===== src/atilt_pkg.sv =====
// Package for the checked accelerometer tilt block.
// Holds widths, constants, the arctangent table and the pipeline payload types.
package atilt_pkg;

  localparam int unsigned Steps      = 25;
  localparam int unsigned SqrtSteps  = 31;
  localparam int unsigned AccW       = 50;
  localparam int unsigned AngW       = 36;
  localparam int unsigned RadW       = 62;
  localparam logic [7:0]  FrameMark  = 8'd88;
  localparam logic signed [14:0] TiltLimit = 15'sd9000;
  localparam int unsigned QDepth     = 4;
  localparam int unsigned QPtrW      = 2;

  typedef struct packed {
    logic              ok;
    logic signed [15:0] x;
    logic signed [15:0] y;
    logic signed [15:0] z;
  } frame_t;

  typedef struct packed {
    logic signed [14:0] x_tilt;
    logic signed [14:0] y_tilt;
    logic               frame_ok;
  } result_t;

  // Per-lane state while computing one angle.
  typedef struct packed {
    logic              zero_den;
    logic signed [16:0] num;
    logic [RadW-1:0]   rad;
    logic [31:0]       root;
    logic [RadW-1:0]   rem;
    logic signed [AccW-1:0] a;
    logic signed [AccW-1:0] b;
    logic signed [AngW-1:0] ang;
  } lane_t;

  function automatic logic signed [AngW-1:0] atan_tab(input logic [4:0] i);
    logic signed [AngW-1:0] t;
    case (i)
      5'd0: t = 36'sd294912000;  5'd1: t = 36'sd174096719;
      5'd2: t = 36'sd91987925;   5'd3: t = 36'sd46694507;
      5'd4: t = 36'sd23437865;   5'd5: t = 36'sd11730358;
      5'd6: t = 36'sd5866610;    5'd7: t = 36'sd2933484;
      5'd8: t = 36'sd1466764;    5'd9: t = 36'sd733385;
      5'd10: t = 36'sd366693;    5'd11: t = 36'sd183346;
      5'd12: t = 36'sd91673;     5'd13: t = 36'sd45837;
      5'd14: t = 36'sd22918;     5'd15: t = 36'sd11459;
      5'd16: t = 36'sd5730;      5'd17: t = 36'sd2865;
      5'd18: t = 36'sd1432;      5'd19: t = 36'sd716;
      5'd20: t = 36'sd358;       5'd21: t = 36'sd179;
      5'd22: t = 36'sd90;        5'd23: t = 36'sd45;
      5'd24: t = 36'sd22;
      default: t = '0;
    endcase
    return t;
  endfunction

endpackage


===== src/atilt_if.sv =====
// Valid/ready stream interfaces for the tilt block.
// Declared with plain logic signals; atilt_pkg is not used here.
interface atilt_in_if;
  logic              valid;
  logic              ready;
  logic [7:0]        marker;
  logic signed [15:0] x_raw;
  logic signed [15:0] y_raw;
  logic signed [15:0] z_raw;
  logic signed [17:0] frame_sum;
  modport source (output valid, marker, x_raw, y_raw, z_raw, frame_sum, input ready);
  modport sink (input valid, marker, x_raw, y_raw, z_raw, frame_sum, output ready);
endinterface



===== src/atilt_front.sv =====
// Front end: accepts frames, checks marker and sum, writes classified frames to a queue.
// Depends on atilt_pkg.
module atilt_front import atilt_pkg::*; (
  input  logic   clk,
  input  logic   rst,
  atilt_in_if.sink in_ch,
  output frame_t q_data,
  output logic   q_valid,
  input  logic   q_ready
);

  frame_t mem [QDepth];
  logic [QPtrW-1:0] wr_ptr, rd_ptr;
  logic [QPtrW:0]   count;
  logic push, pop, ok;
  logic signed [17:0] sum;

  // Check the frame; the queue write below zeroes the axes of a bad one.
  always_comb begin
    sum = 18'(in_ch.x_raw) + 18'(in_ch.y_raw) + 18'(in_ch.z_raw);
    ok  = (in_ch.marker == FrameMark) && (sum == in_ch.frame_sum);
  end

  assign in_ch.ready = (count != (QPtrW+1)'(QDepth));
  assign push = in_ch.valid && in_ch.ready;
  assign q_valid = (count != '0);
  assign pop = q_valid && q_ready;
  assign q_data = mem[rd_ptr];

  // Queue storage.
  always_ff @(posedge clk) begin
    if (push) begin
      mem[wr_ptr].ok <= ok;
      mem[wr_ptr].x  <= ok ? in_ch.x_raw : '0;
      mem[wr_ptr].y  <= ok ? in_ch.y_raw : '0;
      mem[wr_ptr].z  <= ok ? in_ch.z_raw : '0;
    end
  end

  // Queue pointers and fill count.
  always_ff @(posedge clk) begin
    if (rst) begin
      wr_ptr <= '0;
      rd_ptr <= '0;
      count  <= '0;
    end else begin
      if (push) wr_ptr <= wr_ptr + 1'b1;
      if (pop) rd_ptr <= rd_ptr + 1'b1;
      count <= count + (QPtrW+1)'(push) - (QPtrW+1)'(pop);
    end
  end

`ifndef SYNTHESIS
  a_no_overflow: assert property (@(posedge clk) disable iff (rst)
    count <= (QPtrW+1)'(QDepth)) else $error("queue overflow");
  a_count_track: assert property (@(posedge clk) disable iff (rst)
    push && !pop |=> count == $past(count) + 1'b1) else $error("count slip");
  a_empty_ptrs: assert property (@(posedge clk) disable iff (rst)
    count == '0 |-> wr_ptr == rd_ptr) else $error("pointer mismatch");
`endif

endmodule


===== src/flat_wrapper.sv =====
// flat-port wrapper written by rule: the top's interface ports become plain ports
module atilt_front_flat import atilt_pkg::*;
  (clk, rst, q_data, q_valid, q_ready, in_ch_valid, in_ch_marker, in_ch_x_raw, in_ch_y_raw, in_ch_z_raw, in_ch_frame_sum, in_ch_ready);
  atilt_in_if in_ch_i ();
  input  logic clk;
  input  logic rst;
  output frame_t q_data;
  output logic q_valid;
  input  logic q_ready;
  input wire logic [$bits(in_ch_i.valid)-1:0] in_ch_valid;
  input wire logic [$bits(in_ch_i.marker)-1:0] in_ch_marker;
  input wire logic [$bits(in_ch_i.x_raw)-1:0] in_ch_x_raw;
  input wire logic [$bits(in_ch_i.y_raw)-1:0] in_ch_y_raw;
  input wire logic [$bits(in_ch_i.z_raw)-1:0] in_ch_z_raw;
  input wire logic [$bits(in_ch_i.frame_sum)-1:0] in_ch_frame_sum;
  output wire logic [$bits(in_ch_i.ready)-1:0] in_ch_ready;
  assign in_ch_i.valid = in_ch_valid;
  assign in_ch_i.marker = in_ch_marker;
  assign in_ch_i.x_raw = in_ch_x_raw;
  assign in_ch_i.y_raw = in_ch_y_raw;
  assign in_ch_i.z_raw = in_ch_z_raw;
  assign in_ch_i.frame_sum = in_ch_frame_sum;
  assign in_ch_ready = in_ch_i.ready;
  atilt_front u_core (.clk(clk), .rst(rst), .in_ch(in_ch_i), .q_data(q_data), .q_valid(q_valid), .q_ready(q_ready));
endmodule

===== config.mk =====
export PLATFORM = sky130hd
export DESIGN_NAME = atilt_front_flat
export DESIGN_NICKNAME = d
export VERILOG_FILES = /design/src/atilt_pkg.sv /design/src/atilt_if.sv /design/src/atilt_front.sv /design/src/flat_wrapper.sv
export SDC_FILE = /design/constraint.sdc
export NUM_CORES = 1
export LEC_CHECK = 0
export BUFFER_PORTS_ARGS = -buffer_cell sky130_fd_sc_hd__buf_2
export CAP_MARGIN = 10
export CORE_ASPECT_RATIO = 1.75
export CORE_MARGIN = 5
export CORE_UTILIZATION = 44
export CTS_CLUSTER_DIAMETER = 80
export DETAILED_ROUTE_END_ITERATION = 6
export PLACE_DENSITY = 0.74
export SKIP_LAST_GASP = 1
export SYNTH_ARGS = -nofsm -noshare
export SYNTH_HDL_FRONTEND = slang
export SYNTH_SLANG_ARGS = --single-unit

===== constraint.sdc =====
create_clock -name clk -period 7.7 [get_ports clk]
set_input_delay 1.54 -clock clk [delete_from_list [all_inputs] [get_ports clk]]
set_output_delay 1.54 -clock clk [all_outputs]
set_load 0.01 [all_outputs]

-- Word-level counts from Yosys, hierarchy flattened
Memories as Yosys holds them, arrays and structs flattened. A register that Yosys moved wholly into a read port is not among the register bits.
Index checks and enable logic that the tools add are counted.
- memories kept: 1
- output and inout port bits: 51
- register bits: 7
- input bits: 78
- bits in writable memories: 196
- add/sub/neg operators: 6
- equal/unequal tests: 3
- reduce and logical (&&, ||, !) cells: 4
- muxes and demuxes: 7
- memory list (name ; depth ; width ; read ports ; clocked after Yosys merged registers in ; wr ports ; line ; source):
    u_core.mem ; 4 ; 49 ; 1 ; 1 ; 1 ; atilt_front.sv:12 ; frame_t mem [QDepth];
- operator list (kind ; number):
    $mux W16 ; 3
    $add A17 B16 Y18 ; 1
    $eq A18 B18 Y1 ; 1
    $add A16 B16 Y17 ; 1
    $eq A8 B7 Y1 const B ; 1
    $add A2 B1 Y2 const B ; 2
    $mux W2 ; 2
    $add A3 B1 Y3 ; 1
    $logic_and A1 B1 Y1 ; 3
    $ne A3 B3 Y1 const B ; 1
    $reduce_bool A3 Y1 ; 1
    $sub A3 B1 Y3 ; 1
    $mux W1 ; 2

-- Longest topological paths before layout
Gate-level depths: netlist of the first run.
- word-level depth: 5
- depth in mapped cells: 15
- depth with buffers taken out: 13

-- Worst setup path after synthesis of the first run
Ideal clock, no wire load.
- path kind: input -> register
- start: input port in_ch_z_raw[1]
- end: memory u_core.mem[0][38] (netlist name) (data pin)
- arrival: 4.613 ns
- cell stages on the path: 13
- required time: 7.551 ns
- slack: 2.938 ns
- setup time: 0.149 ns
- path buffers: 2
- path through: fa_1 -> ha_1 -> fa_1 -> xnor3_1 -> o31ai_1 -> a221oi_1 -> nand4b_1 -> nor4_1 -> o211ai_1 -> nor4_2 -> buf_6 -> buf_6 -> and4_1
- cells in the longest elaborated chain, start to end: 4
- RTL lines (what ; line ; source):
    start: declaration ; flat_wrapper.sv:14 ; input wire logic [$bits(in_ch_i.z_raw)-1:0] in_ch_z_raw;
    $add A17 B16 Y18 ; atilt_front.sv:20 ; sum = 18'(in_ch.x_raw) + 18'(in_ch.y_raw) + 18'(in_ch.z_raw);
    $eq A18 B18 Y1 ; atilt_front.sv:21 ; ok = (in_ch.marker == FrameMark) && (sum == in_ch.frame_sum);
    $logic_and A1 B1 Y1 ; atilt_front.sv:21 ;
    $mux W16 ; atilt_front.sv:34 ; mem[wr_ptr].x <= ok ? in_ch.x_raw : '0;
    end: declaration ; atilt_front.sv:12 ;
Every way passes these cells.

-- Final worst setup path of the first run
- start: input port in_ch_z_raw[1]
- end: memory u_core.mem[0][45] (netlist name) (data pin)
The elaborated chain is that of the path after synthesis.

==> results of run 1 <==
-- layer usage --
| metal | global-route usage | up-vias | wire length, microns |
|---|---|---|---|
| met1 | 0.2306 | 2848 | 8411 |
| li1 | - | 2444 | - |
| met3 | 0.03080 | 64 | 1199 |
| met2 | 0.3247 | 200 | 11780 |
| met5 | 0 | - | 29 |
| met4 | 0.08347 | 6 | 1060 |
-- worst register-to-register path, delay by kind of cell, from the launching register on --
kind	cells	cell delay [ns]
flops	1	0.33
buf+inv	2	0.11
simple gates	3	0.63
xor+xnor	2	0.32
fa+ha+maj	3	0.81
-- kinds of logic (layout without fill, tap and decap cells) --
logic type	Yosys count	after routing	share of synthesized area
AOI/OAI and AO/OA	55	55	0.03882
xor gates and xnor gates	26	26	0.02557
adders and majority gates	40	40	0.06730
buffers and inverters	45	176	0.02027
DFF	205	205	0.6423
muxes	52	52	0.1202
and+or+nand+nor	118	118	0.08559
-- cell type report --
class	count	area, sq um	share of cell area
repair buffers	135	693.2	0.06355
clock buffers	23	510.5	0.04681
inverters	11	41.29	0.003786
well taps	255	319.1	0.02925
flip-flops and latches	205	6071	0.5566
clock inverters	7	42.54	0.003900
multi-input cells	291	3229	0.2961
-- registers in the layout, indices dropped and copies added (netlist names), named ones only --
name and flops:
u_core.mem 196, u_core.count 3, u_core.rd_ptr 2, u_core.wr_ptr 2
-- per-stage QoR --
stage               power (uW)  instances  cell area [sq um]  hold WS (ns)    util
detailed placement        2431        897              10350        0.5381  0.4856
finish                    3241        927              10910        0.5520  0.5116
global route              3393        927              10910        0.5950  0.5116
global placement          2410        897              10350        0.5034  0.4856
floorplan                 2064        541               9444        0.4847       -
CTS                       3271        927              10910        0.5545  0.5116
-- synthesized netlist by cell type, types with 3 or more instances --
| cell type | n | share of area |
|---|---|---|
| edfxtp_1 | 196 | 0.62 |
| a21o_1 | 5 | 0.0040 |
| nor3_1 | 4 | 0.0021 |
| clkbuf_2 | 3 | 0.0016 |
| o21bai_1 | 3 | 0.0024 |
| nor2_1 | 18 | 0.0072 |
| inv_1 | 11 | 0.0044 |
| nand2b_1 | 3 | 0.0020 |
| ha_1 | 22 | 0.029 |
| and3_1 | 9 | 0.0060 |
| buf_1 | 5 | 0.0020 |
| xnor2_1 | 16 | 0.015 |
| buf_2 | 3 | 0.0016 |
| dfxtp_1 | 9 | 0.019 |
| mux4_2 | 49 | 0.12 |
| nand3_1 | 6 | 0.0032 |
| nand2_1 | 9 | 0.0036 |
| a211oi_1 | 3 | 0.0024 |
| fa_1 | 18 | 0.038 |
| and4_2 | 7 | 0.0074 |
| and4_1 | 42 | 0.039 |
| clkbuf_1 | 21 | 0.0083 |
| a21oi_1 | 14 | 0.0074 |
| nor2b_1 | 3 | 0.0020 |
| and2_1 | 4 | 0.0026 |
| o21ai_0 | 12 | 0.0064 |
| o211ai_1 | 3 | 0.0024 |
| xor2_1 | 9 | 0.0083 |
-- worst max path at each step --
stage	start	end	slack [ns]	depth (start not counted)
global route	in_ch_z_raw[1]	u_core.mem[0][45]	1.81	13
detailed placement	in_ch_z_raw[1]	u_core.mem[1][23]	1.63	13
finish	in_ch_z_raw[1]	u_core.mem[0][45]	2.07	13
global placement	in_ch_z_raw[1]	u_core.mem[2][13]	1.71	13
CTS	in_ch_z_raw[1]	u_core.mem[0][23]	2.12	13
floorplan	in_ch_z_raw[1]	u_core.mem[0][38]	2.94	13
-- where the power goes --
group          internal [uW]  switching, uW
clock network            472            380
logic                    424            517
registers               1350           95.3
==> run metrics, run 1 <==
status complete, no violations; most frequent cell on the critical path fa_1; fmax 177.6 MHz; Peak VDD IR 0.0001687 V; flop and latch count out of synthesis 205; gpl congestion 0.8887; Max Root-Sink Buffers 3; CTS tree built; Final Hold Fails 0; IO Pins 129; H-tree Lvls 1; overall global routing resource usage 0.1876; pin count of the biggest net entering global routing 50; vias in the first global route 5971; Post-Place Worst Slack 1.633 ns; setup ws final 2.068 ns; Post-CTS Setup Bufs 0; Final period util 0.7314; Max-cap violations 0; Final Setup Violations 0; Max stage delay on crit path 1.00 ns; Static Leak 0.003858 uW; part of the Yosys area used for sequential elements 0.6423; syn nets 659; Worst setup EP type flop; Setup CP Type in -> reg; clock root cell clkbuf_16; PwrDens 297.2 mW/mm^2; mapped cell area 0.009444 sq mm; Die W 120.7 microns; Starting Density 0.4430; routed vias/inst 6.000; slowest stage cell, crit path nor4_4; setup TNS 0 ns; layout cells sized above 1 0.3423; CP bufs+invs 2; Slew HR 0.2285; CTS hold repair buffers 0; Die H 203.8 microns; Worst Hold Path EP u_core.count[2]; P&R area growth vs syn 15.49%; Final #Nets 780; Final Max Tran Viols 0; Syn Inst Count 541; Post-Route WL 22.48 mm; Ys Warns 0; Worst R2R End u_core.count[2]; Core Box Area 0.02132 sq mm; Port-buffer cells 128; clk_lat worst skew 0.47 ns; DRT iter0 DRCs 270; Async SR Flop Fraction 0; n_diodes 0; number of flops mapped to enable cells by yosys 196; drt first pass iters 5; total die area 0.02461 sq mm; Hold Crit Depth 2; commonest non-fill, non-tap cell in the layout edfxtp_1; Inserted Clock Buffers 18; Crit path max-delay family simple AND/OR/NAND/NOR gates; first-pass GRT wire length 35.14 mm; Synth Flop Type edfxtp_1; crit path time final 5.632 ns; Hold Crit Class reg -> reg; # clock sinks 205; remaining antenna violation count 0; Gates resized, CTS repair 0; Routed WL per cell 24.25 microns; crit-path cells buf_2 -> fa_1 -> ha_1 -> fa_1 -> xor2_1 -> nor3_1 -> nand4_1 -> nand4b_1 -> nor4_1 -> o211ai_1 -> nor4_4 -> buf_4 -> and4_1; most frequent cells in the layout 196 x edfxtp_1, 128 x buf_2, 49 x mux4_2; worst hold start u_core.count[2]; CP Data Required Time 8.00 ns; reg-to-reg startpoint u_core.count[2]; initial antenna violation count 3; slew of the pin with the lowest slew margin 1.149 ns; # DRC 0; Rows 71; CP arrival 5.93 ns; gr ovfl total 0; RSZ-0062 raised after global routing no; clock skew 0.01213 ns; worst-case reg-to-reg path depth 10; worst reg2reg setup slack 5.40 ns; Worst-path clk slew 0.07 ns; Avg Synthesized Cell Area 17.46 sq um; Crit Path Max Fanout 29; via count 5562; hpwl dp 16.06 mm; post-synth cell types 56; crit path launch type primary input; # fillers 1733
Power figures use the tool's default switching activity.
==> run 2, diff against run 1 <==
- ABC_AREA: unset -> 1
- clock period: 7.7 -> 5.5 ns (I/O delays scaled with it)
==> run 2 against run 1 <==
Net effect:
- synthesized cell count up 67%
- clock power up 40%
- sequential power up 32%
- area after synthesis up 2.8%
- largest power group unchanged
- first-iteration DRC count up 91%
- combinational power up 42%
- total power up 37%
- global-route usage up 0.27 points
- sequential cell count unchanged
==> run metrics, run 2 <==
initial antenna violation count 0 (was 3); top-count cell post-synth edfxtp_1 (unchanged); hpwl dp 16.85 mm (was 16.06 mm); Worst-path clk slew 0.07 ns (about the same); clock root cell clkbuf_16 (unchanged); Final period util 0.7308; reg-to-reg startpoint u_core.count[1] (was u_core.count[2]); remaining antenna violation count 0 (unchanged); area of the multi-input gates 0.003087 sq mm (was 0.003229 sq mm); Starting Density 0.4418 (was 0.4430); via count 6885 (was 5562); RSZ-0062 raised after global routing no (unchanged); DRT iter0 DRCs 517 (was 270); Die H 206.5 microns (was 203.8 microns); Crit Path Max Fanout 49 (was 29); Final Setup Violations 0 (unchanged); CTS tree built (unchanged); gr ovfl total 0 (unchanged); Worst setup EP type flop (unchanged); clock skew 0.007642 ns (was 0.01213 ns); Post-Route WL 24.02 mm (was 22.48 mm); crit path launch type primary input (unchanged); Yosys top cell by area edfxtp_1 (unchanged); IO Pins 129 (unchanged); Max Root-Sink Buffers 3 (unchanged); Core Box Area 0.02198 sq mm (was 0.02132 sq mm); slowest stage cell, crit path buf_4 (was nor4_4); Post-CTS Setup Bufs 0 (unchanged); Static Leak 0.004619 uW (was 0.003858 uW); Worst Hold Path EP u_core.wr_ptr[0] (was u_core.count[2]); P&R area growth vs syn 15.46% (was 15.49%); # fillers 1969 (was 1733); Routed WL per cell 18.06 microns (was 24.25 microns); gpl congestion 0.9657 (was 0.8887); Rows 72 (was 71); Crit path max-delay family adder cells (was simple AND/OR/NAND/NOR gates); largest registers u_core.mem (196), u_core.count (3) (unchanged); vias in the first global route 6968 (was 5971); part of the Yosys area used for sequential elements 0.6247 (was 0.6423); flop and latch count out of synthesis 205 (unchanged); Final Hold Fails 0 (unchanged); Hold Crit Depth 2 (unchanged); Final #Nets 1142 (was 780); Sequential Area 0.006067 sq mm (was 0.006071 sq mm); setup ws final 1.480 ns (was 2.068 ns); Max stage delay on crit path 0.64 ns (was 1.00 ns); CP Data Required Time 5.66 ns (was 8.00 ns); crit path time final 4.020 ns; Ys Warns 0 (unchanged); Async SR Flop Fraction 0 (unchanged); Post-Place Worst Slack 0.9907 ns (was 1.633 ns); commonest non-fill, non-tap cell in the layout edfxtp_1 (unchanged); Die W 122.3 microns (was 120.7 microns); Post-synth top cells 196 x edfxtp_1, 168 x nor2_1, 111 x inv_1 (was 196 x edfxtp_1, 49 x mux4_2, 42 x and4_1); largest reg by FF count u_core.mem (unchanged); overall global routing resource usage 0.1903 (was 0.1876); Inserted Clock Buffers 17 (was 18); worst hold start u_core.wr_ptr[0] (was u_core.count[2]); # clock sinks 205 (unchanged); number of flops mapped to enable cells by yosys 196 (unchanged); Gates resized, CTS repair 0 (unchanged); post-synth cell types 34 (was 56); drt first pass iters 5 (unchanged); CTS hold repair buffers 0 (unchanged); Avg Synthesized Cell Area 10.72 sq um (was 17.46 sq um); Synth area leaders edfxtp_1 61%, nor2_1 6.5%, o21ai_0 5.3%, inv_1 4.3%, nand2_1 4.2% (was edfxtp_1 62%, mux4_2 12%, and4_1 3.9%, fa_1 3.8%, ha_1 2.9%); Slew HR 0.2951 (was 0.2285); PwrDens 396.1 mW/mm^2 (was 297.2 mW/mm^2); CP arrival 4.18 ns (was 5.93 ns); mapped cell area 0.009711 sq mm (was 0.009444 sq mm); Synth top area share 0.6061 (was 0.6232); Final Max Tran Viols 0 (unchanged); fmax 248.8 MHz; Max-cap violations 0 (unchanged); Setup CP Type in -> reg (unchanged); worst-case reg-to-reg path depth 5 (was 10); Peak VDD IR 0.0001689 V (was 0.0001687 V); n_diodes 0 (unchanged); layout cells sized above 1 0.1799 (was 0.3423); first-pass GRT wire length 36.74 mm (was 35.14 mm); Synth Flop Type edfxtp_1 (unchanged); most frequent cells in the layout 196 x edfxtp_1, 164 x nor2_1, 128 x buf_2 (was 196 x edfxtp_1, 128 x buf_2, 49 x mux4_2); crit-path cells buf_2 -> fa_1 -> ha_1 -> fa_1 -> nand2_1 -> nand2_2 -> nand3_2 -> nand2_2 -> nand3_1 -> nand2_1 -> nand2_1 -> nand2_1 -> nand2_1 -> nand2_1 -> nand4_4 -> buf_4 -> nor2_1 (was buf_2 -> fa_1 -> ha_1 -> fa_1 -> xor2_1 -> nor3_1 -> nand4_1 -> nand4b_1 -> nor4_1 -> o211ai_1 -> nor4_4 -> buf_4 -> and4_1); Hold Crit Class reg -> reg (unchanged); total die area 0.02526 sq mm (was 0.02461 sq mm); syn nets 1024 (was 659); Largest register FFs 196 (unchanged); Syn Inst Count 906 (was 541); H-tree Lvls 1 (unchanged); worst reg2reg setup slack 2.90 ns (was 5.40 ns); status complete, no violations (unchanged); # DRC 0 (unchanged); slew of the pin with the lowest slew margin 1.055 ns (was 1.149 ns); Worst R2R End u_core.mem[1][35] (was u_core.count[2]); CP bufs+invs 2 (unchanged); routed vias/inst 5.177 (was 6.000); Port-buffer cells 128 (unchanged); clk_lat worst skew 0.47 ns (about the same); pin count of the biggest net entering global routing 99 (was 50); most frequent cell on the critical path nand2_1 (was fa_1); setup TNS 0 ns (unchanged)
[run 2: routing by layer]
layer / routed length [microns] / up-vias / global-route usage / share of wire
met3: 1433 / 41 / 0.02547 / 0.060
met5: 0 / - / 0 / 0
met4: 670 / 0 / 0.06328 / 0.028
met2: 13090 / 239 / 0.3608 / 0.55
met1: 8820 / 3301 / 0.2169 / 0.37
li1: - / 3304 / - / -
[run 2: final cells by class]
type                    count  share of cell area
clock buffers              25             0.04531
multi-input cells         548              0.2753
clock inverters             4            0.003794
well taps                 296             0.03303
repair buffers            136             0.06249
flip-flops and latches    205              0.5411
inverters                 116             0.03895
[run 2: where the power goes]
part	leakage [uW]	switching [uW]	internal (uW)	total, uW
combinational	0.00241	905	439	1340
sequential	0.00194	40.9	1870	1910
clock	0.000268	502	688	1190
total	0.00462	1450	2990	4440
[run 2: stage by stage]
stage	power, uW	hold slack, ns	cell area [sq um]	utilization	std cells
detailed placement	3301	0.5200	10660	0.4850	1301
global placement	3274	0.4999	10660	0.4850	1301
global route	4681	0.5632	11210	0.5101	1330
finish	4441	0.5240	11210	0.5101	1330
floorplan	2773	0.4796	9711	-	906
CTS	4475	0.5307	11210	0.5101	1330
[run 2: logic make-up (layout without fill, tap and decap cells)]
logic type      count (synthesis)  count (layout)  synth area share
simple gates                  329             329            0.1448
buf+inv                       153             281           0.06146
compound gates                169             169           0.09458
xor+xnor                       10              10          0.009019
fa+ha+maj                      40              40           0.06546
flops                         205             205            0.6247
[run 2: worst reg2reg max path: stages, from the launching register on]
cell	delay, ns
dfxtp_1	0.41
inv_1	0.08
nand3_1	0.10
nand2_1	0.30
nor2_4	0.92
buf_4	0.47
[run 2: worst max path at each step]
stage                   endpoint  slack, ns      startpoint  cells past startpoint
6_report       u_core.mem[3][34]       1.48  in_ch_z_raw[1]                     17
4_1_cts        u_core.mem[0][34]       1.49  in_ch_z_raw[1]                     17
3_5_place_dp   u_core.mem[0][15]       0.99  in_ch_z_raw[1]                     17
3_3_place_gp   u_core.mem[0][33]       1.05  in_ch_z_raw[1]                     17
5_1_grt        u_core.mem[2][34]       1.23  in_ch_z_raw[1]                     17
2_1_floorplan   u_core.mem[0][0]       1.72     in_ch_valid                      2
